$ cat src/hdl/mlfq_pkg.sv
// Package for the multilevel feedback queue scheduler: sizes, codes, task word,
// and the command/status structs between controller and datapath.
// No dependencies; every other file but mlfq_ram imports it.
package mlfq_pkg;

  localparam int LEVELS = 3;
  localparam int TASKS  = 64;

  localparam int LV_W     = $clog2(LEVELS);
  localparam int TIDX_W   = $clog2(TASKS);
  localparam int QLEN_W   = TIDX_W + 1;
  localparam int QDEPTH   = LEVELS * TASKS;
  localparam int OP_W     = 3;
  localparam int REQ_W    = 6;
  localparam int BUD_W    = 16;
  localparam int OUT_LV_W = 3;
  localparam int CFG_IDX_W = 1;

  localparam logic [LV_W-1:0] LV_TOP    = LV_W'(LEVELS - 1);
  localparam logic [LV_W-1:0] LV_TOP_M1 = LV_W'(LEVELS - 2);

  localparam logic [BUD_W-1:0] TIME_BUDGET_RST = 16'd100;
  localparam logic [BUD_W-1:0] BOOST_RST       = 16'd1000;

  localparam logic [CFG_IDX_W-1:0] CFG_TIME_BUDGET = 1'b0;
  localparam logic [CFG_IDX_W-1:0] CFG_BOOST       = 1'b1;

  typedef enum logic [OP_W-1:0] {
    OP_ADMIT    = 3'd0,
    OP_WAKE     = 3'd1,
    OP_BLOCK    = 3'd2,
    OP_EXIT     = 3'd3,
    OP_DISPATCH = 3'd4,
    OP_RUNDONE  = 3'd5,
    OP_TICK     = 3'd6
  } op_e;

  typedef enum logic [1:0] {
    ST_FREE  = 2'd0,
    ST_RUN   = 2'd1,
    ST_BLOCK = 2'd2,
    ST_EXIT  = 2'd3
  } st_e;

  typedef enum logic [1:0] {
    SW_DROP,
    SW_FIND,
    SW_DISP,
    SW_PURGE
  } sweep_e;

  typedef enum logic [1:0] {
    RD_REQ,
    RD_QDATA,
    RD_SCAN
  } rdsel_e;

  typedef enum logic [1:0] {
    TW_ADMIT,
    TW_STAT,
    TW_RUND,
    TW_PROMO
  } tw_e;

  typedef enum logic [2:0] {
    LV_HOLD,
    LV_TASK,
    LV_TOP_SEL,
    LV_DEC,
    LV_INC,
    LV_ZERO,
    LV_TGT,
    LV_PROMO
  } lvld_e;

  typedef enum logic [1:0] {
    TG_HOLD,
    TG_TOP,
    TG_TASK,
    TG_RUND
  } tgt_e;

  typedef enum logic [3:0] {
    S_IDLE,
    S_RD,
    S_EVAL,
    S_SWI,
    S_SWQ,
    S_SWT,
    S_SWE,
    S_SWEND,
    S_APP,
    S_BRD,
    S_BEV,
    S_BAPP,
    S_FIN,
    S_FIN2,
    S_DONE
  } state_e;

  typedef struct packed {
    logic [LV_W-1:0]  lvl;
    logic [BUD_W-1:0] bud;
    st_e              st;
  } tword_t;

  typedef struct packed {
    logic   in_load;
    logic   task_rd;
    rdsel_e rd_sel;
    logic   task_wr;
    tw_e    tw_kind;
    st_e    new_st;
    logic   q_rd;
    logic   ent_ld;
    logic   sw_start;
    logic   sw_step;
    sweep_e sw_mode;
    logic   sw_end;
    logic   append;
    logic   app_scan;
    lvld_e  lv_ld;
    tgt_e   tgt_ld;
    logic   scan_clr;
    logic   scan_inc;
    logic   cnt_dec;
    logic   cnt_load;
    logic   err_set;
    logic   res_cap;
    logic   out_load;
  } dp_cmd_t;

  typedef struct packed {
    logic [OP_W-1:0] op;
    logic            req_ok;
    st_e             st;
    logic            cnt_le1;
    logic            len_zero;
    logic            sw_last;
    logic            hit;
    logic            found;
    logic            lv_zero;
    logic            lv_top_m1;
    logic            scan_last;
    logic            promo_ok;
    logic            out_busy;
  } dp_sts_t;

endpackage

$ cat src/hdl/mlfq_if.sv
// Handshake channels of the scheduler: event input, result output, config write.
// Depends on mlfq_pkg for field widths.
interface mlfq_evt_if import mlfq_pkg::*; ();
  logic             valid;
  logic             ready;
  logic [OP_W-1:0]  op;
  logic [REQ_W-1:0] task_req;
  logic [BUD_W-1:0] ticks_used;
  modport source (output valid, op, task_req, ticks_used, input ready);
  modport sink (input valid, op, task_req, ticks_used, output ready);
endinterface

interface mlfq_res_if import mlfq_pkg::*; ();
  logic                valid;
  logic                ready;
  logic [REQ_W-1:0]    chosen_task;
  logic [OUT_LV_W-1:0] chosen_level;
  logic                found;
  logic                error;
  modport source (output valid, chosen_task, chosen_level, found, error, input ready);
  modport sink (input valid, chosen_task, chosen_level, found, error, output ready);
endinterface

interface mlfq_cfg_if import mlfq_pkg::*; ();
  logic                 valid;
  logic                 ready;
  logic [CFG_IDX_W-1:0] index;
  logic [BUD_W-1:0]     data;
  modport source (output valid, index, data, input ready);
  modport sink (input valid, index, data, output ready);
endinterface

$ cat src/hdl/mlfq_ram.sv
// Generic simple dual-port RAM: one write port, one read port, registered read.
// No dependencies.
module mlfq_ram #(
  parameter int WIDTH = 8,
  parameter int DEPTH = 64
) (
  input  logic                     clk_i,
  input  logic                     we_i,
  input  logic [$clog2(DEPTH)-1:0] waddr_i,
  input  logic [WIDTH-1:0]         wdata_i,
  input  logic                     re_i,
  input  logic [$clog2(DEPTH)-1:0] raddr_i,
  output logic [WIDTH-1:0]         rdata_o
);

  logic [WIDTH-1:0] mem_q [DEPTH];
  logic [WIDTH-1:0] rdata_q;

  always_ff @(posedge clk_i) begin
    if (we_i) begin
      mem_q[waddr_i] <= wdata_i;
    end
    if (re_i) begin
      rdata_q <= mem_q[raddr_i];
    end
  end

  assign rdata_o = rdata_q;

endmodule

$ cat src/hdl/mlfq_dp.sv
// Scheduler datapath: task table RAM, queue RAM, queue lengths, config and
// boost counter, sweep registers and result register. Uses mlfq_pkg, mlfq_ram.
module mlfq_dp import mlfq_pkg::*; (
  input  logic                 clk_i,
  input  logic                 rst_ni,
  input  logic [OP_W-1:0]      op_i,
  input  logic [REQ_W-1:0]     task_req_i,
  input  logic [BUD_W-1:0]     ticks_used_i,
  input  logic                 cfg_we_i,
  input  logic [CFG_IDX_W-1:0] cfg_idx_i,
  input  logic [BUD_W-1:0]     cfg_data_i,
  input  dp_cmd_t              cmd_i,
  output dp_sts_t              sts_o,
  input  logic                 out_ready_i,
  output logic                 out_valid_o,
  output logic [REQ_W-1:0]     chosen_task_o,
  output logic [OUT_LV_W-1:0]  chosen_level_o,
  output logic                 found_o,
  output logic                 error_o
);

  logic [OP_W-1:0]   op_q;
  logic [REQ_W-1:0]  req_q;
  logic [BUD_W-1:0]  used_q;
  logic [BUD_W-1:0]  tb_q, bi_q, cnt_q;
  logic [QLEN_W-1:0] qlen_q [LEVELS];
  logic [TASKS-1:0]  tvalid_q;
  logic              rv_q;
  logic [LV_W-1:0]   lv_q, tgt_q;
  logic [TIDX_W-1:0] rk_q, ent_q, scan_q;
  logic [QLEN_W-1:0] wk_q;
  logic              hit_q, found_q, err_q;
  logic [REQ_W-1:0]  res_task_q;
  logic [LV_W-1:0]   res_lvl_q;
  logic              out_valid_q;
  logic [REQ_W-1:0]  out_task_q;
  logic [LV_W-1:0]   out_lvl_q;
  logic              out_found_q, out_err_q;

  logic [TIDX_W-1:0] req_idx;
  logic              req_ok;
  tword_t            t_rdata, t_wdata, word;
  logic [TIDX_W-1:0] t_raddr, t_waddr;
  logic [TIDX_W-1:0] q_rdata, q_wdata;
  logic [$clog2(QDEPTH)-1:0] q_raddr, q_waddr;
  logic              q_we;
  logic [QLEN_W-1:0] qlen_cur;
  logic              q_room;
  logic              keep, take, ent_match;
  logic [LV_W-1:0]   rund_lv;
  logic [BUD_W-1:0]  rund_bud;

  assign req_idx  = TIDX_W'(req_q);
  assign req_ok   = ({3'b000, req_q} < 9'(TASKS));
  assign word     = rv_q ? t_rdata : tword_t'('0);
  assign qlen_cur = qlen_q[lv_q];
  assign q_room   = qlen_cur < QLEN_W'(TASKS);

  // run done: charge ticks, demote when the budget is spent, zero it at level 0
  always_comb begin
    rund_lv  = word.lvl;
    rund_bud = word.bud - used_q;
    if (used_q >= word.bud) begin
      if (word.lvl != '0) begin
        rund_lv  = word.lvl - 1'b1;
        rund_bud = tb_q;
      end else begin
        rund_bud = '0;
      end
    end
  end

  always_comb begin
    case (cmd_i.rd_sel)
      RD_QDATA: t_raddr = q_rdata;
      RD_SCAN:  t_raddr = scan_q;
      default:  t_raddr = req_idx;
    endcase
  end

  assign t_waddr = (cmd_i.tw_kind == TW_PROMO) ? scan_q : req_idx;

  always_comb begin
    unique case (cmd_i.tw_kind)
      TW_ADMIT: t_wdata = '{lvl: LV_TOP, bud: tb_q, st: ST_RUN};
      TW_STAT:  t_wdata = '{lvl: word.lvl, bud: word.bud, st: cmd_i.new_st};
      TW_RUND:  t_wdata = '{lvl: rund_lv, bud: rund_bud, st: word.st};
      TW_PROMO: t_wdata = '{lvl: word.lvl + 1'b1, bud: tb_q, st: word.st};
    endcase
  end

  mlfq_ram #(.WIDTH($bits(tword_t)), .DEPTH(TASKS)) u_task_ram (
    .clk_i   (clk_i),
    .we_i    (cmd_i.task_wr),
    .waddr_i (t_waddr),
    .wdata_i (t_wdata),
    .re_i    (cmd_i.task_rd),
    .raddr_i (t_raddr),
    .rdata_o (t_rdata)
  );

  // sweep decision for the entry held in ent_q
  assign ent_match = (ent_q == req_idx);
  always_comb begin
    unique case (cmd_i.sw_mode)
      SW_DROP:  keep = !ent_match;
      SW_FIND:  keep = 1'b1;
      SW_DISP:  keep = !(!found_q && word.st == ST_RUN);
      SW_PURGE: keep = (word.st == ST_EXIT);
    endcase
    take = (cmd_i.sw_mode == SW_DISP) && !keep;
  end

  assign q_raddr = {lv_q, rk_q};
  always_comb begin
    if (cmd_i.append) begin
      q_we    = q_room;
      q_waddr = {lv_q, qlen_cur[TIDX_W-1:0]};
      q_wdata = cmd_i.app_scan ? scan_q : req_idx;
    end else begin
      q_we    = cmd_i.sw_step && keep && (wk_q != {1'b0, rk_q});
      q_waddr = {lv_q, wk_q[TIDX_W-1:0]};
      q_wdata = ent_q;
    end
  end

  mlfq_ram #(.WIDTH(TIDX_W), .DEPTH(QDEPTH)) u_queue_ram (
    .clk_i   (clk_i),
    .we_i    (q_we),
    .waddr_i (q_waddr),
    .wdata_i (q_wdata),
    .re_i    (cmd_i.q_rd),
    .raddr_i (q_raddr),
    .rdata_o (q_rdata)
  );

  always_ff @(posedge clk_i or negedge rst_ni) begin
    if (!rst_ni) begin
      tb_q        <= TIME_BUDGET_RST;
      bi_q        <= BOOST_RST;
      cnt_q       <= BOOST_RST;
      qlen_q      <= '{default: '0};
      tvalid_q    <= '0;
      rv_q        <= 1'b0;
      lv_q        <= '0;
      tgt_q       <= '0;
      rk_q        <= '0;
      wk_q        <= '0;
      scan_q      <= '0;
      hit_q       <= 1'b0;
      found_q     <= 1'b0;
      err_q       <= 1'b0;
      out_valid_q <= 1'b0;
    end else begin
      if (cfg_we_i) begin
        if (cfg_idx_i == CFG_TIME_BUDGET) begin
          tb_q <= cfg_data_i;
        end else begin
          bi_q <= cfg_data_i;
        end
      end
      if (cmd_i.cnt_load) begin
        cnt_q <= bi_q;
      end else if (cmd_i.cnt_dec) begin
        cnt_q <= cnt_q - 1'b1;
      end
      if (cmd_i.task_wr) begin
        tvalid_q[t_waddr] <= 1'b1;
      end
      if (cmd_i.task_rd) begin
        rv_q <= tvalid_q[t_raddr];
      end
      if (cmd_i.sw_end) begin
        qlen_q[lv_q] <= wk_q;
      end else if (cmd_i.append && q_room) begin
        qlen_q[lv_q] <= qlen_cur + 1'b1;
      end
      unique case (cmd_i.lv_ld)
        LV_HOLD:    lv_q <= lv_q;
        LV_TASK:    lv_q <= word.lvl;
        LV_TOP_SEL: lv_q <= LV_TOP;
        LV_DEC:     lv_q <= lv_q - 1'b1;
        LV_INC:     lv_q <= lv_q + 1'b1;
        LV_ZERO:    lv_q <= '0;
        LV_TGT:     lv_q <= tgt_q;
        LV_PROMO:   lv_q <= word.lvl + 1'b1;
      endcase
      unique case (cmd_i.tgt_ld)
        TG_HOLD: tgt_q <= tgt_q;
        TG_TOP:  tgt_q <= LV_TOP;
        TG_TASK: tgt_q <= word.lvl;
        TG_RUND: tgt_q <= rund_lv;
      endcase
      if (cmd_i.sw_start) begin
        rk_q  <= '0;
        wk_q  <= '0;
        hit_q <= 1'b0;
      end else if (cmd_i.sw_step) begin
        rk_q <= rk_q + 1'b1;
        if (keep) begin
          wk_q <= wk_q + 1'b1;
        end
        if (cmd_i.sw_mode == SW_FIND && ent_match) begin
          hit_q <= 1'b1;
        end
      end
      if (cmd_i.scan_clr) begin
        scan_q <= '0;
      end else if (cmd_i.scan_inc) begin
        scan_q <= scan_q + 1'b1;
      end
      if (cmd_i.in_load) begin
        found_q <= 1'b0;
        err_q   <= 1'b0;
      end else begin
        if (cmd_i.sw_step && take) begin
          found_q <= 1'b1;
        end
        if (cmd_i.err_set) begin
          err_q <= 1'b1;
        end
      end
      if (cmd_i.out_load) begin
        out_valid_q <= 1'b1;
      end else if (out_ready_i) begin
        out_valid_q <= 1'b0;
      end
    end
  end

  always_ff @(posedge clk_i) begin
    if (cmd_i.in_load) begin
      op_q   <= op_i;
      req_q  <= task_req_i;
      used_q <= ticks_used_i;
    end
    if (cmd_i.ent_ld) begin
      ent_q <= q_rdata;
    end
    if (cmd_i.sw_step && take) begin
      res_task_q <= REQ_W'(ent_q);
      res_lvl_q  <= lv_q;
    end else if (cmd_i.res_cap) begin
      res_task_q <= req_q;
      res_lvl_q  <= req_ok ? word.lvl : '0;
    end
    if (cmd_i.out_load) begin
      out_task_q  <= res_task_q;
      out_lvl_q   <= res_lvl_q;
      out_found_q <= found_q;
      out_err_q   <= err_q;
    end
  end

  always_comb begin
    sts_o.op        = op_q;
    sts_o.req_ok    = req_ok;
    sts_o.st        = word.st;
    sts_o.cnt_le1   = (cnt_q <= BUD_W'(1));
    sts_o.len_zero  = (qlen_cur == '0);
    sts_o.sw_last   = (({1'b0, rk_q} + 1'b1) == qlen_cur);
    sts_o.hit       = hit_q;
    sts_o.found     = found_q;
    sts_o.lv_zero   = (lv_q == '0);
    sts_o.lv_top_m1 = (lv_q == LV_TOP_M1);
    sts_o.scan_last = (scan_q == TIDX_W'(TASKS - 1));
    sts_o.promo_ok  = (word.st == ST_RUN || word.st == ST_BLOCK) && (word.lvl != LV_TOP);
    sts_o.out_busy  = out_valid_q && !out_ready_i;
  end

  assign out_valid_o    = out_valid_q;
  assign chosen_task_o  = out_task_q;
  assign chosen_level_o = OUT_LV_W'(out_lvl_q);
  assign found_o        = out_found_q;
  assign error_o        = out_err_q;

endmodule

$ cat src/hdl/mlfq_ctrl.sv
// Scheduler controller: sequences one event through task lookup, queue sweeps,
// appends and the boost scan. Uses mlfq_pkg; drives mlfq_dp by command struct.
module mlfq_ctrl import mlfq_pkg::*; (
  input  logic    clk_i,
  input  logic    rst_ni,
  input  logic    in_valid_i,
  output logic    in_ready_o,
  input  dp_sts_t sts_i,
  output dp_cmd_t cmd_o
);

  state_e state_q, state_d;
  sweep_e mode;

  always_comb begin
    case (sts_i.op)
      OP_WAKE:     mode = SW_FIND;
      OP_DISPATCH: mode = SW_DISP;
      OP_TICK:     mode = SW_PURGE;
      default:     mode = SW_DROP;
    endcase
  end

  always_ff @(posedge clk_i or negedge rst_ni) begin
    if (!rst_ni) begin
      state_q <= S_IDLE;
    end else begin
      state_q <= state_d;
    end
  end

  always_comb begin
    state_d        = state_q;
    cmd_o          = '0;
    cmd_o.sw_mode  = mode;
    in_ready_o     = 1'b0;
    unique case (state_q)
      S_IDLE: begin
        in_ready_o = 1'b1;
        if (in_valid_i) begin
          cmd_o.in_load = 1'b1;
          state_d       = S_RD;
        end
      end
      S_RD: begin
        cmd_o.task_rd = 1'b1;
        cmd_o.rd_sel  = RD_REQ;
        state_d       = S_EVAL;
      end
      S_EVAL: begin
        state_d = S_FIN;
        if (!sts_i.req_ok && (sts_i.op <= OP_EXIT || sts_i.op == OP_RUNDONE)) begin
          cmd_o.err_set = 1'b1;
        end else begin
          case (sts_i.op)
            OP_ADMIT: begin
              if (sts_i.st == ST_FREE || sts_i.st == ST_EXIT) begin
                cmd_o.task_wr = 1'b1;
                cmd_o.tw_kind = TW_ADMIT;
                cmd_o.lv_ld   = LV_TASK;
                cmd_o.tgt_ld  = TG_TOP;
                state_d       = S_SWI;
              end else begin
                cmd_o.err_set = 1'b1;
              end
            end
            OP_WAKE: begin
              if (sts_i.st == ST_BLOCK) begin
                cmd_o.task_wr = 1'b1;
                cmd_o.tw_kind = TW_STAT;
                cmd_o.new_st  = ST_RUN;
                cmd_o.lv_ld   = LV_TASK;
                cmd_o.tgt_ld  = TG_TASK;
                state_d       = S_SWI;
              end else if (sts_i.st != ST_RUN) begin
                cmd_o.err_set = 1'b1;
              end
            end
            OP_BLOCK: begin
              if (sts_i.st == ST_RUN) begin
                cmd_o.task_wr = 1'b1;
                cmd_o.tw_kind = TW_STAT;
                cmd_o.new_st  = ST_BLOCK;
              end else if (sts_i.st != ST_BLOCK) begin
                cmd_o.err_set = 1'b1;
              end
            end
            OP_EXIT: begin
              if (sts_i.st == ST_RUN || sts_i.st == ST_BLOCK) begin
                cmd_o.task_wr = 1'b1;
                cmd_o.tw_kind = TW_STAT;
                cmd_o.new_st  = ST_EXIT;
              end else if (sts_i.st == ST_FREE) begin
                cmd_o.err_set = 1'b1;
              end
            end
            OP_DISPATCH: begin
              cmd_o.lv_ld = LV_TOP_SEL;
              state_d     = S_SWI;
            end
            OP_RUNDONE: begin
              if (sts_i.st == ST_FREE) begin
                cmd_o.err_set = 1'b1;
              end else begin
                cmd_o.task_wr = 1'b1;
                cmd_o.tw_kind = TW_RUND;
                cmd_o.lv_ld   = LV_TASK;
                cmd_o.tgt_ld  = TG_RUND;
                state_d       = S_SWI;
              end
            end
            OP_TICK: begin
              if (sts_i.cnt_le1) begin
                cmd_o.cnt_load = 1'b1;
                cmd_o.lv_ld    = LV_ZERO;
                state_d        = S_SWI;
              end else begin
                cmd_o.cnt_dec = 1'b1;
              end
            end
            default: ;
          endcase
        end
      end
      S_SWI: begin
        cmd_o.sw_start = 1'b1;
        state_d        = sts_i.len_zero ? S_SWEND : S_SWQ;
      end
      S_SWQ: begin
        cmd_o.q_rd = 1'b1;
        state_d    = S_SWT;
      end
      S_SWT: begin
        // queue word is out; fetch that task's status
        cmd_o.ent_ld  = 1'b1;
        cmd_o.task_rd = 1'b1;
        cmd_o.rd_sel  = RD_QDATA;
        state_d       = S_SWE;
      end
      S_SWE: begin
        cmd_o.sw_step = 1'b1;
        state_d       = sts_i.sw_last ? S_SWEND : S_SWQ;
      end
      S_SWEND: begin
        cmd_o.sw_end = 1'b1;
        state_d      = S_FIN;
        case (sts_i.op)
          OP_ADMIT, OP_RUNDONE: begin
            cmd_o.lv_ld = LV_TGT;
            state_d     = S_APP;
          end
          OP_WAKE: begin
            if (!sts_i.hit) begin
              cmd_o.lv_ld = LV_TGT;
              state_d     = S_APP;
            end
          end
          OP_DISPATCH: begin
            if (sts_i.found) begin
              state_d = S_DONE;
            end else if (!sts_i.lv_zero) begin
              cmd_o.lv_ld = LV_DEC;
              state_d     = S_SWI;
            end
          end
          OP_TICK: begin
            if (sts_i.lv_top_m1) begin
              cmd_o.scan_clr = 1'b1;
              state_d        = S_BRD;
            end else begin
              cmd_o.lv_ld = LV_INC;
              state_d     = S_SWI;
            end
          end
          default: ;
        endcase
      end
      S_APP: begin
        cmd_o.append = 1'b1;
        state_d      = S_FIN;
      end
      S_BRD: begin
        cmd_o.task_rd = 1'b1;
        cmd_o.rd_sel  = RD_SCAN;
        state_d       = S_BEV;
      end
      S_BEV: begin
        if (sts_i.promo_ok) begin
          cmd_o.task_wr = 1'b1;
          cmd_o.tw_kind = TW_PROMO;
          cmd_o.lv_ld   = LV_PROMO;
          state_d       = S_BAPP;
        end else begin
          cmd_o.scan_inc = 1'b1;
          state_d        = sts_i.scan_last ? S_FIN : S_BRD;
        end
      end
      S_BAPP: begin
        cmd_o.append   = 1'b1;
        cmd_o.app_scan = 1'b1;
        cmd_o.scan_inc = 1'b1;
        state_d        = sts_i.scan_last ? S_FIN : S_BRD;
      end
      S_FIN: begin
        cmd_o.task_rd = 1'b1;
        cmd_o.rd_sel  = RD_REQ;
        state_d       = S_FIN2;
      end
      S_FIN2: begin
        cmd_o.res_cap = 1'b1;
        state_d       = S_DONE;
      end
      S_DONE: begin
        if (!sts_i.out_busy) begin
          cmd_o.out_load = 1'b1;
          state_d        = S_IDLE;
        end
      end
    endcase
  end

endmodule

$ cat src/hdl/multilevel_feedback_queue_scheduler.sv
// Multilevel feedback queue scheduler, top level.
// Channels: evt_i takes one event transaction (op, task_req, ticks_used);
// res_o returns exactly one result transaction per event (chosen_task,
// chosen_level, found, error); cfg_i writes time_budget (index 0) or
// boost_interval (index 1) and is always ready; write it only while idle.
// One event is worked at a time. Block, exit, wake of a running task and an
// ordinary tick pass from acceptance through task read, evaluate and two
// finish states to the result state, then return to idle; admit, run done and
// wake of a blocked task add a sweep of the task's queue and an append (wake
// only if the task was not in it), dispatch sweeps levels from the top until
// one yields a runnable task or level 0 is swept. A sweep has a start and an
// end step and takes each queued entry through queue RAM read, task table read
// and compact, as both RAMs have a single read port. A boost tick sweeps every
// level below the top, then reads each task and appends those it promotes.
// The result sits in an output register; a stalled receiver only holds the
// next event in its final state, and a new event is accepted while a result
// waits. Reset empties all queues, frees all tasks (per-task valid bits, no
// clearing pass) and reloads both registers and the boost countdown.
// Uses mlfq_pkg, mlfq_if, mlfq_ctrl, mlfq_dp.
module multilevel_feedback_queue_scheduler import mlfq_pkg::*; (
  input logic        clk_i,
  input logic        rst_ni,
  mlfq_evt_if.sink   evt_i,
  mlfq_res_if.source res_o,
  mlfq_cfg_if.sink   cfg_i
);

  dp_cmd_t cmd;
  dp_sts_t sts;

  assign cfg_i.ready = 1'b1;

  mlfq_ctrl u_ctrl (
    .clk_i      (clk_i),
    .rst_ni     (rst_ni),
    .in_valid_i (evt_i.valid),
    .in_ready_o (evt_i.ready),
    .sts_i      (sts),
    .cmd_o      (cmd)
  );

  mlfq_dp u_dp (
    .clk_i          (clk_i),
    .rst_ni         (rst_ni),
    .op_i           (evt_i.op),
    .task_req_i     (evt_i.task_req),
    .ticks_used_i   (evt_i.ticks_used),
    .cfg_we_i       (cfg_i.valid),
    .cfg_idx_i      (cfg_i.index),
    .cfg_data_i     (cfg_i.data),
    .cmd_i          (cmd),
    .sts_o          (sts),
    .out_ready_i    (res_o.ready),
    .out_valid_o    (res_o.valid),
    .chosen_task_o  (res_o.chosen_task),
    .chosen_level_o (res_o.chosen_level),
    .found_o        (res_o.found),
    .error_o        (res_o.error)
  );

endmodule

$ cat src/flat_wrapper.sv
// flat-port wrapper written by rule: the top's interface ports become plain ports
module multilevel_feedback_queue_scheduler_flat import mlfq_pkg::*;
  (clk_i, rst_ni, evt_i_valid, evt_i_op, evt_i_task_req, evt_i_ticks_used, evt_i_ready, res_o_valid, res_o_chosen_task, res_o_chosen_level, res_o_found, res_o_error, res_o_ready, cfg_i_valid, cfg_i_index, cfg_i_data, cfg_i_ready);
  mlfq_evt_if evt_i_i ();
  mlfq_res_if res_o_i ();
  mlfq_cfg_if cfg_i_i ();
  input logic clk_i;
  input logic rst_ni;
  input wire logic [$bits(evt_i_i.valid)-1:0] evt_i_valid;
  input wire logic [$bits(evt_i_i.op)-1:0] evt_i_op;
  input wire logic [$bits(evt_i_i.task_req)-1:0] evt_i_task_req;
  input wire logic [$bits(evt_i_i.ticks_used)-1:0] evt_i_ticks_used;
  output wire logic [$bits(evt_i_i.ready)-1:0] evt_i_ready;
  output wire logic [$bits(res_o_i.valid)-1:0] res_o_valid;
  output wire logic [$bits(res_o_i.chosen_task)-1:0] res_o_chosen_task;
  output wire logic [$bits(res_o_i.chosen_level)-1:0] res_o_chosen_level;
  output wire logic [$bits(res_o_i.found)-1:0] res_o_found;
  output wire logic [$bits(res_o_i.error)-1:0] res_o_error;
  input wire logic [$bits(res_o_i.ready)-1:0] res_o_ready;
  input wire logic [$bits(cfg_i_i.valid)-1:0] cfg_i_valid;
  input wire logic [$bits(cfg_i_i.index)-1:0] cfg_i_index;
  input wire logic [$bits(cfg_i_i.data)-1:0] cfg_i_data;
  output wire logic [$bits(cfg_i_i.ready)-1:0] cfg_i_ready;
  assign evt_i_i.valid = evt_i_valid;
  assign evt_i_i.op = evt_i_op;
  assign evt_i_i.task_req = evt_i_task_req;
  assign evt_i_i.ticks_used = evt_i_ticks_used;
  assign evt_i_ready = evt_i_i.ready;
  assign res_o_valid = res_o_i.valid;
  assign res_o_chosen_task = res_o_i.chosen_task;
  assign res_o_chosen_level = res_o_i.chosen_level;
  assign res_o_found = res_o_i.found;
  assign res_o_error = res_o_i.error;
  assign res_o_i.ready = res_o_ready;
  assign cfg_i_i.valid = cfg_i_valid;
  assign cfg_i_i.index = cfg_i_index;
  assign cfg_i_i.data = cfg_i_data;
  assign cfg_i_ready = cfg_i_i.ready;
  multilevel_feedback_queue_scheduler u_core (.clk_i(clk_i), .rst_ni(rst_ni), .evt_i(evt_i_i), .res_o(res_o_i), .cfg_i(cfg_i_i));
endmodule
$ cat config.mk
export PLATFORM = sky130hd
export DESIGN_NAME = multilevel_feedback_queue_scheduler_flat
export DESIGN_NICKNAME = d
export VERILOG_FILES = /design/src/hdl/mlfq_pkg.sv /design/src/hdl/mlfq_if.sv /design/src/hdl/mlfq_ram.sv /design/src/hdl/mlfq_dp.sv /design/src/hdl/mlfq_ctrl.sv /design/src/hdl/multilevel_feedback_queue_scheduler.sv /design/src/flat_wrapper.sv
export SDC_FILE = /design/constraint.sdc
export NUM_CORES = 2
export LEC_CHECK = 0
export ABC_AREA = 1
export BUFFER_PORTS_ARGS = -buffer_cell sky130_fd_sc_hd__buf_4
export CAP_MARGIN = 20
export CORE_UTILIZATION = 55
export DETAILED_ROUTE_END_ITERATION = 7
export PLACE_DENSITY_LB_ADDON = 0.05
export REMOVE_ABC_BUFFERS = 1
export SYNTH_ARGS = -nofsm -noshare
export SYNTH_HDL_FRONTEND = slang
export SYNTH_SLANG_ARGS = --single-unit
$ cat constraint.sdc
create_clock -name clk_i -period 19.1 [get_ports clk_i]
set_input_delay 3.82 -clock clk_i [delete_from_list [all_inputs] [get_ports clk_i]]
set_output_delay 3.82 -clock clk_i [all_outputs]
set_load 0.02 [all_outputs]
Word level (Yosys, flattened, before mapping). Memories as Yosys holds them, arrays and structs flattened. A register that Yosys moved wholly into a read port is not among the register bits. Index checks and enable logic that the tools add are counted.

Bitwise logic cells: 3. $add $sub $neg: 11. Muxes and demuxes: 126. Reduce and logical (&&, ||, !) cells: 46. Order comparisons: 8. Equal/unequal tests: 51.

Operator list (number): 20-bit one-hot mux with 4 select lines (1); 16-bit two-way mux (4); 64-bit OR (1); 6-bit two-way mux (10); 4-bit one-hot mux with 15 select lines (1); 21-bit bitwise mux (2); 1-bit two-way mux (42); 21-bit two-way mux (2); 7-bit two-way mux (6); 3-bit two-way mux (13); 4-bit two-way mux (9); 3-bit one-hot mux with 5 select lines (2); 4-bit == test, second input constant (7); 2-bit one-hot mux with 3 select lines (4); 2-bit two-way mux (11); 2-bit nonzero test (11); 3-bit == test, second input constant (7); 20-bit two-way mux (1); 4-bit one-hot mux with 5 select lines (1); 2-bit == test, second input constant (9); 3-bit one-hot mux with 3 select lines (2); 4-bit by 3-bit == test with 1-bit output, second input constant (4); 16-bit greater-or-equal comparator (1); 16-bit by 1-bit <= comparator with 1-bit output, second input constant (1); 47 further kinds (93).

Word-level logic and storage cells: 275. Bits of input ports: 47. Memories: 2. Output and inout bits: 14. Bits in writable memories: 2432. Register bits after elaboration: 214.

Memory list: u_core.u_dp.u_task_ram.mem_q (depth 64, width 20, read ports 1, clocked after memory_dff 1, write ports 1, RTL line mlfq_ram.sv:16) `logic [WIDTH-1:0] mem_q [DEPTH];`; u_core.u_dp.u_queue_ram.mem_q (depth 192, width 6, read ports 1, clocked after memory_dff 1, write ports 1, RTL line mlfq_ram.sv:16).

Longest topological paths before layout.
Depth in word-level cells: 13. Depth in mapped cells: 21. Depth with buffers taken out: 19.

Cells and area by module. A second synthesis with hierarchy kept.

Cells, all modules: 10103. Area, all modules: 112651.8 um2.

Modules (own cells, without submodules): mlfq_ram (u_core.u_dp.u_task_ram) (sequential area each 39037.4 um2, cells an instance 4373, area each 52323.9 um2, instances 1); mlfq_ram (u_core.u_dp.u_queue_ram) (sequential area each 34773.4 um2, cells an instance 4048, area each 47430.5 um2, instances 1); mlfq_dp (sequential area each 5519.0 um2, cells an instance 1505, area each 11915.2 um2, instances 1); mlfq_ctrl (sequential area each 100.1 um2, cells an instance 175, area each 970.9 um2, instances 1); multilevel_feedback_queue_scheduler (sequential area each 0.0 um2, cells an instance 2, area each 11.3 um2, instances 1).

Worst setup path after synthesis. OpenSTA, ideal clock, no wires.

Kind: register to register. From: reg u_core.u_ctrl.state_q[1]. To: mem u_core.u_dp.u_queue_ram.mem_q[0][5] (netlist name) (data pin). Stages on the path, launching flop included: 6. Clock period less this slack: 7.573 ns. Setup time: 1.275 ns. Setup slack: 11.527 ns. Buffers on the path: 0. Arrival time: 6.297 ns. Required time: 17.825 ns. Cells stage by stage: dfrtp_1 nor2_2 inv_2 nor2_2 inv_1 o221ai_1.

Cells in the longest elaborated chain, start to end: 4. Elaborated cells on any way between the ends: 7.

RTL lines: from (decl) (RTL line mlfq_ctrl.sv:12) `state_e state_q, state_d;`; from (signal assigned) (RTL line mlfq_ctrl.sv:28) `state_q <= state_d;`; 4-bit == test (RTL line mlfq_ctrl.sv:37) `unique case (state_q)`; 1-bit two-way mux or 2-bit OR reduction (tied branches); 6-bit two-way mux or 1-bit two-way mux (tied branches) (RTL line mlfq_dp.sv:119, mlfq_ctrl.sv:37); 6-bit two-way mux (*) (RTL line mlfq_dp.sv:116) `if (cmd_i.append) begin`; named net u_core.u_dp.q_wdata[5] (RTL line mlfq_dp.sv:44) `logic [TIDX_W-1:0] q_rdata, q_wdata;`; to (decl) (RTL line mlfq_ram.sv:16).

The timed path passes the listed nets; every way through them passes the cells marked *.

Final worst setup path.
From: reg u_core.u_ctrl.state_q[3]. To: reg u_core.u_dp.u_task_ram.rdata_q[17] (netlist: u_core.u_dp.u_task_ram.rdata_o[17]) (read register of u_core.u_dp.u_task_ram.mem_q) (data pin).

Cells in the longest elaborated chain, start to end: 5. Elaborated cells on any way between the ends: 9.

RTL lines: 4-bit == test or 4-bit by 1-bit == test with 1-bit output (tied branches) (RTL line mlfq_ctrl.sv:37); 2-bit OR reduction (no line); 3-bit one-hot mux with 3 select lines (*) (RTL line mlfq_ctrl.sv:37); 2-bit == test or 2-bit by 1-bit == test with 1-bit output (tied branches) (RTL line mlfq_dp.sv:74) `case (cmd_i.rd_sel)`; 6-bit one-hot mux with 2 select lines (RTL line mlfq_dp.sv:74); to (decl) (RTL line mlfq_ram.sv:17) `logic [WIDTH-1:0] rdata_q;`.

Mark *: on every way between the ends. The rest lies on a longest branch, timed or not. A chain may end at the register's enable or synchronous reset.

==> results.yml <==
timing:
  hold_ws_ps: 426.3
  drv_slew: 0
  setup_slack_ps: 11700
  tightest_slew_ps: 1216
  fin_skew_ps: 69.03
  period_needed_ps: 7395
  finalCritPeriodShare_pct: 38.72
  slew_headroom_pct: 18.96
  setup_viol: 0
  fmax_mhz: 135.2
  rsz0062_at_grt: "false"
  hold_viol: 0
critical_path:
  startpoint: "u_core.u_ctrl.state_q[3]"
  crit_slowest_cell: "buf_4"
  worstReg2RegStart: "u_core.u_ctrl.state_q[3]"
  critPathCaptureType: "flop"
  required_ps: 19800
  path_cells: "nor2_1, inv_1, nor2_1, inv_1, ha_1, inv_2, nand3_1, buf_4, nand2_4, buf_12, buf_4, buf_4, buf_4, nand2_1, o211ai_1, o211ai_1, nand3_1, nand3_1, nand3_1, nand2_1"
  critPathMaxStageDelay_ps: 900
  path_class: "flop to flop"
  path_max_fanout: 236
  arrival_ps: 8090
  r2r_cells: 20
  startpoint_type: "flop"
logic_synthesis:
  synth_edf_count: 2507
  synthCells: 9081
  yosys.cell_types.count: 53
  netlist_area_um2: 110500
  seq_area_frac_synth_pct: 71.91
  ys_seq_elements: 2672
  avgSynthCellArea_um2: 12.16
  yosysTopAreaCell: "edfxtp_1"
  synth_area_leaders: "edfxtp_1 (68%), o211ai_1 (5.3%), o21ai_0 (4.9%)"
  synth_top_area_share_pct: 68.15
  synth_ff_type: "edfxtp_1"
  synth_async_sr_flop_share_pct: 6.175
  ys_warn_count: 0
min_path:
  hp-start: "u_core.u_dp.res_task_q[2]"
  hold_path_depth: 0
  hold_path_class: "flop to flop"
status:
  status: "finished clean"
cells_and_area:
  seqCellArea_um2: 79440
  area_growth_pct: 10.84
  stdcell_area_um2: 122400
  fillCellCount: 15520
  fin_cells: 11830
  final_nets: 9049
  drive_gt1_share_pct: 8.956
  multi_input_area_um2: 27270
place:
  port_buffers: 58
  pre_cts_ws_ps: 11790
  dpl.hpwl_um: 177000
  placed_cells: 11330
  placed_cell_area_um2: 113700
  gp_congestion: 0.8990
clock_tree:
  clkSlewWorstSetupHoldPaths_ps: 60
  h-tree-depth: 5
  numClockSinks: 2672
  cts_buffers: 290
  cts_tree: "yes"
  cts_hold_buf: 0
  clk_path_buf_depth: 4
  root_buffer: "clkbuf_16"
  cts-resized-gates: 0
  post_cts_buffers: 0
  insertion_delay_ps: 960
die:
  core.rowCount: 164
  coreArea_um2: 199700
  die_h_um: 450.1
  dieArea_um2: 202600
  start_util_pct: 55.32
  die_w_um: 450.1
  io_pins: 61
grt:
  grtUsageMet1_pct: 41.93
  grt_max_degree: 237
  grt_pass1_vias: 69580
  grt_pass1_wl_um: 465700
  grtUsageMet2_pct: 49.63
  grt_util_met3_pct: 5.102
  grt_usage_pct: 30.97
  busiest_layer: "met2"
  antenna_found_initial: 5
  grt_overflow: 0
route:
  drtAntennaViolNets: 0
  routed_via_density: 6.158
  routed_wirelength_um: 316700
  drt_iter0_markers: 8855
  dr.pass1.iters: 6
  vias: 72830
  wl_per_cell_um: 26.78
  drc: 0
run:
  drv_cap: 0
power:
  vdd_drop_max_mv: 0.1631
  p_per_area_nw_per_um2: 152.5
  p_leak_nw: 41.06
layout make-up:
class,count,share of cell area [%]
inverters,537,1.672
multi-input cells,5264,22.27
clock inverters,129,0.6929
flip-flops and latches,2672,64.89
well taps,2656,2.714
clock buffers,366,6.356
diodes,4,0.008176
repair buffers,199,1.395
stage by stage:
stage	setup TNS, ps	total power, mW	utilization, %
floorplan	-305130	11.77	-
CTS	0	18.67	61.28
global placement	0	13.46	56.96
global route	0	19.45	61.32
finish	0	18.67	61.32
detailed placement	0	13.52	56.96
state kept, by name (all words and copies together) (netlist names), 2 cells and up:
register and flops:
u_core.u_dp.u_task_ram.mem_q 1280, u_core.u_dp.u_queue_ram.mem_q 1152, u_core.u_dp.tvalid_q 64, u_core.u_dp.qlen_q 21, u_core.u_dp.u_task_ram.rdata_o 20, u_core.u_dp.bi_q 16, u_core.u_dp.cnt_q 16, u_core.u_dp.tb_q 16
u_core.u_dp.used_q 16, u_core.u_dp.wk_q 7, u_core.u_dp.chosen_task_o 6, u_core.u_dp.ent_q 6, u_core.u_dp.req_idx 6, u_core.u_dp.res_task_q 6, u_core.u_dp.rk_q 6, u_core.u_dp.scan_q 6
u_core.u_dp.u_queue_ram.rdata_o 6, u_core.u_ctrl.state_q 4, u_core.u_dp.op_q 3, u_core.u_dp.lv_q 2, u_core.u_dp.out_lvl_q 2, u_core.u_dp.res_lvl_q 2, u_core.u_dp.tgt_q 2
worst max-delay path: cells and delay by family, from the launching register on:
kind | cells | cell delay, ps
flip-flops | 1 | 450
adder cells (fa/ha/maj) | 1 | 390
AO/OA/AOI/OAI | 2 | 270
buffers and inverters | 8 | 3600
AND/OR/NAND/NOR | 9 | 2070
Yosys cell counts (8+ instances only):
cell and n:
ha_1 37, o21ai_1 19, buf_2 91, clkbuf_1 448
nand2_1 848, dfrtp_1 150, a21oi_1 97, o22ai_1 126
or2_2 103, dfstp_2 15, nor2_1 1393, nor3_1 22
inv_1 515, o221ai_1 38, inv_2 16, xor2_1 20
a221oi_1 8, nand3_1 575, o21ai_0 1075, buf_1 63
o211ai_1 775, xnor2_1 15, edfxtp_1 2507, nand4_1 51
logic make-up after synthesis:
kind of cell | after synthesis | share of synthesized area (%)
compound gates | 2176 | 12.02
xor+xnor | 35 | 0.2775
fa+ha+maj | 38 | 0.4372
buf+inv | 1145 | 4.014
flops | 2672 | 71.91
other cells | 2 | 0.006799
simple gates | 3013 | 11.33
power breakdown:
group          switching [mW]  leakage (nW)  total (mW)  internal, mW
registers               0.152          24.8        7.19          7.04
clock network            2.21          4.22        5.20          3.00
logic                    4.71          12.1        6.28          1.57
total                    7.06          41.1        18.7          11.6
routing by layer:
metal / part of all wire [%] / wire length, um
met5: 0.0073 / 23
met4: 4.6 / 14690
met3: 8.2 / 25970
met2: 47 / 150400
met1: 40 / 125700
cell usage in the layout, fill, tap and decap left out, types with 146 or more instances in the layout:
cell,synthesis,routed
edfxtp_1,2507,2507
o21ai_0,1075,1072
dfrtp_1,150,146
clkbuf_16,0,297
nand3_1,575,574
buf_4,6,182
inv_1,515,509
o211ai_1,775,775
nor2_1,1393,1327
nand2_1,848,841
final timing paths:
check                                                          end  slack [ps]
worst min register to register        u_core.u_dp.chosen_task_o[2]         430
worst max-delay path            u_core.u_dp.u_task_ram.rdata_o[17]       11700
max in group asynchronous                         u_core.u_dp.rv_q       14520
worst min-delay path                  u_core.u_dp.chosen_task_o[2]         430
min in group asynchronous                      u_core.u_dp.tb_q[7]        3000
worst max register to register  u_core.u_dp.u_task_ram.rdata_o[17]       11700
Note: power is estimated with default switching activity, not from simulation.
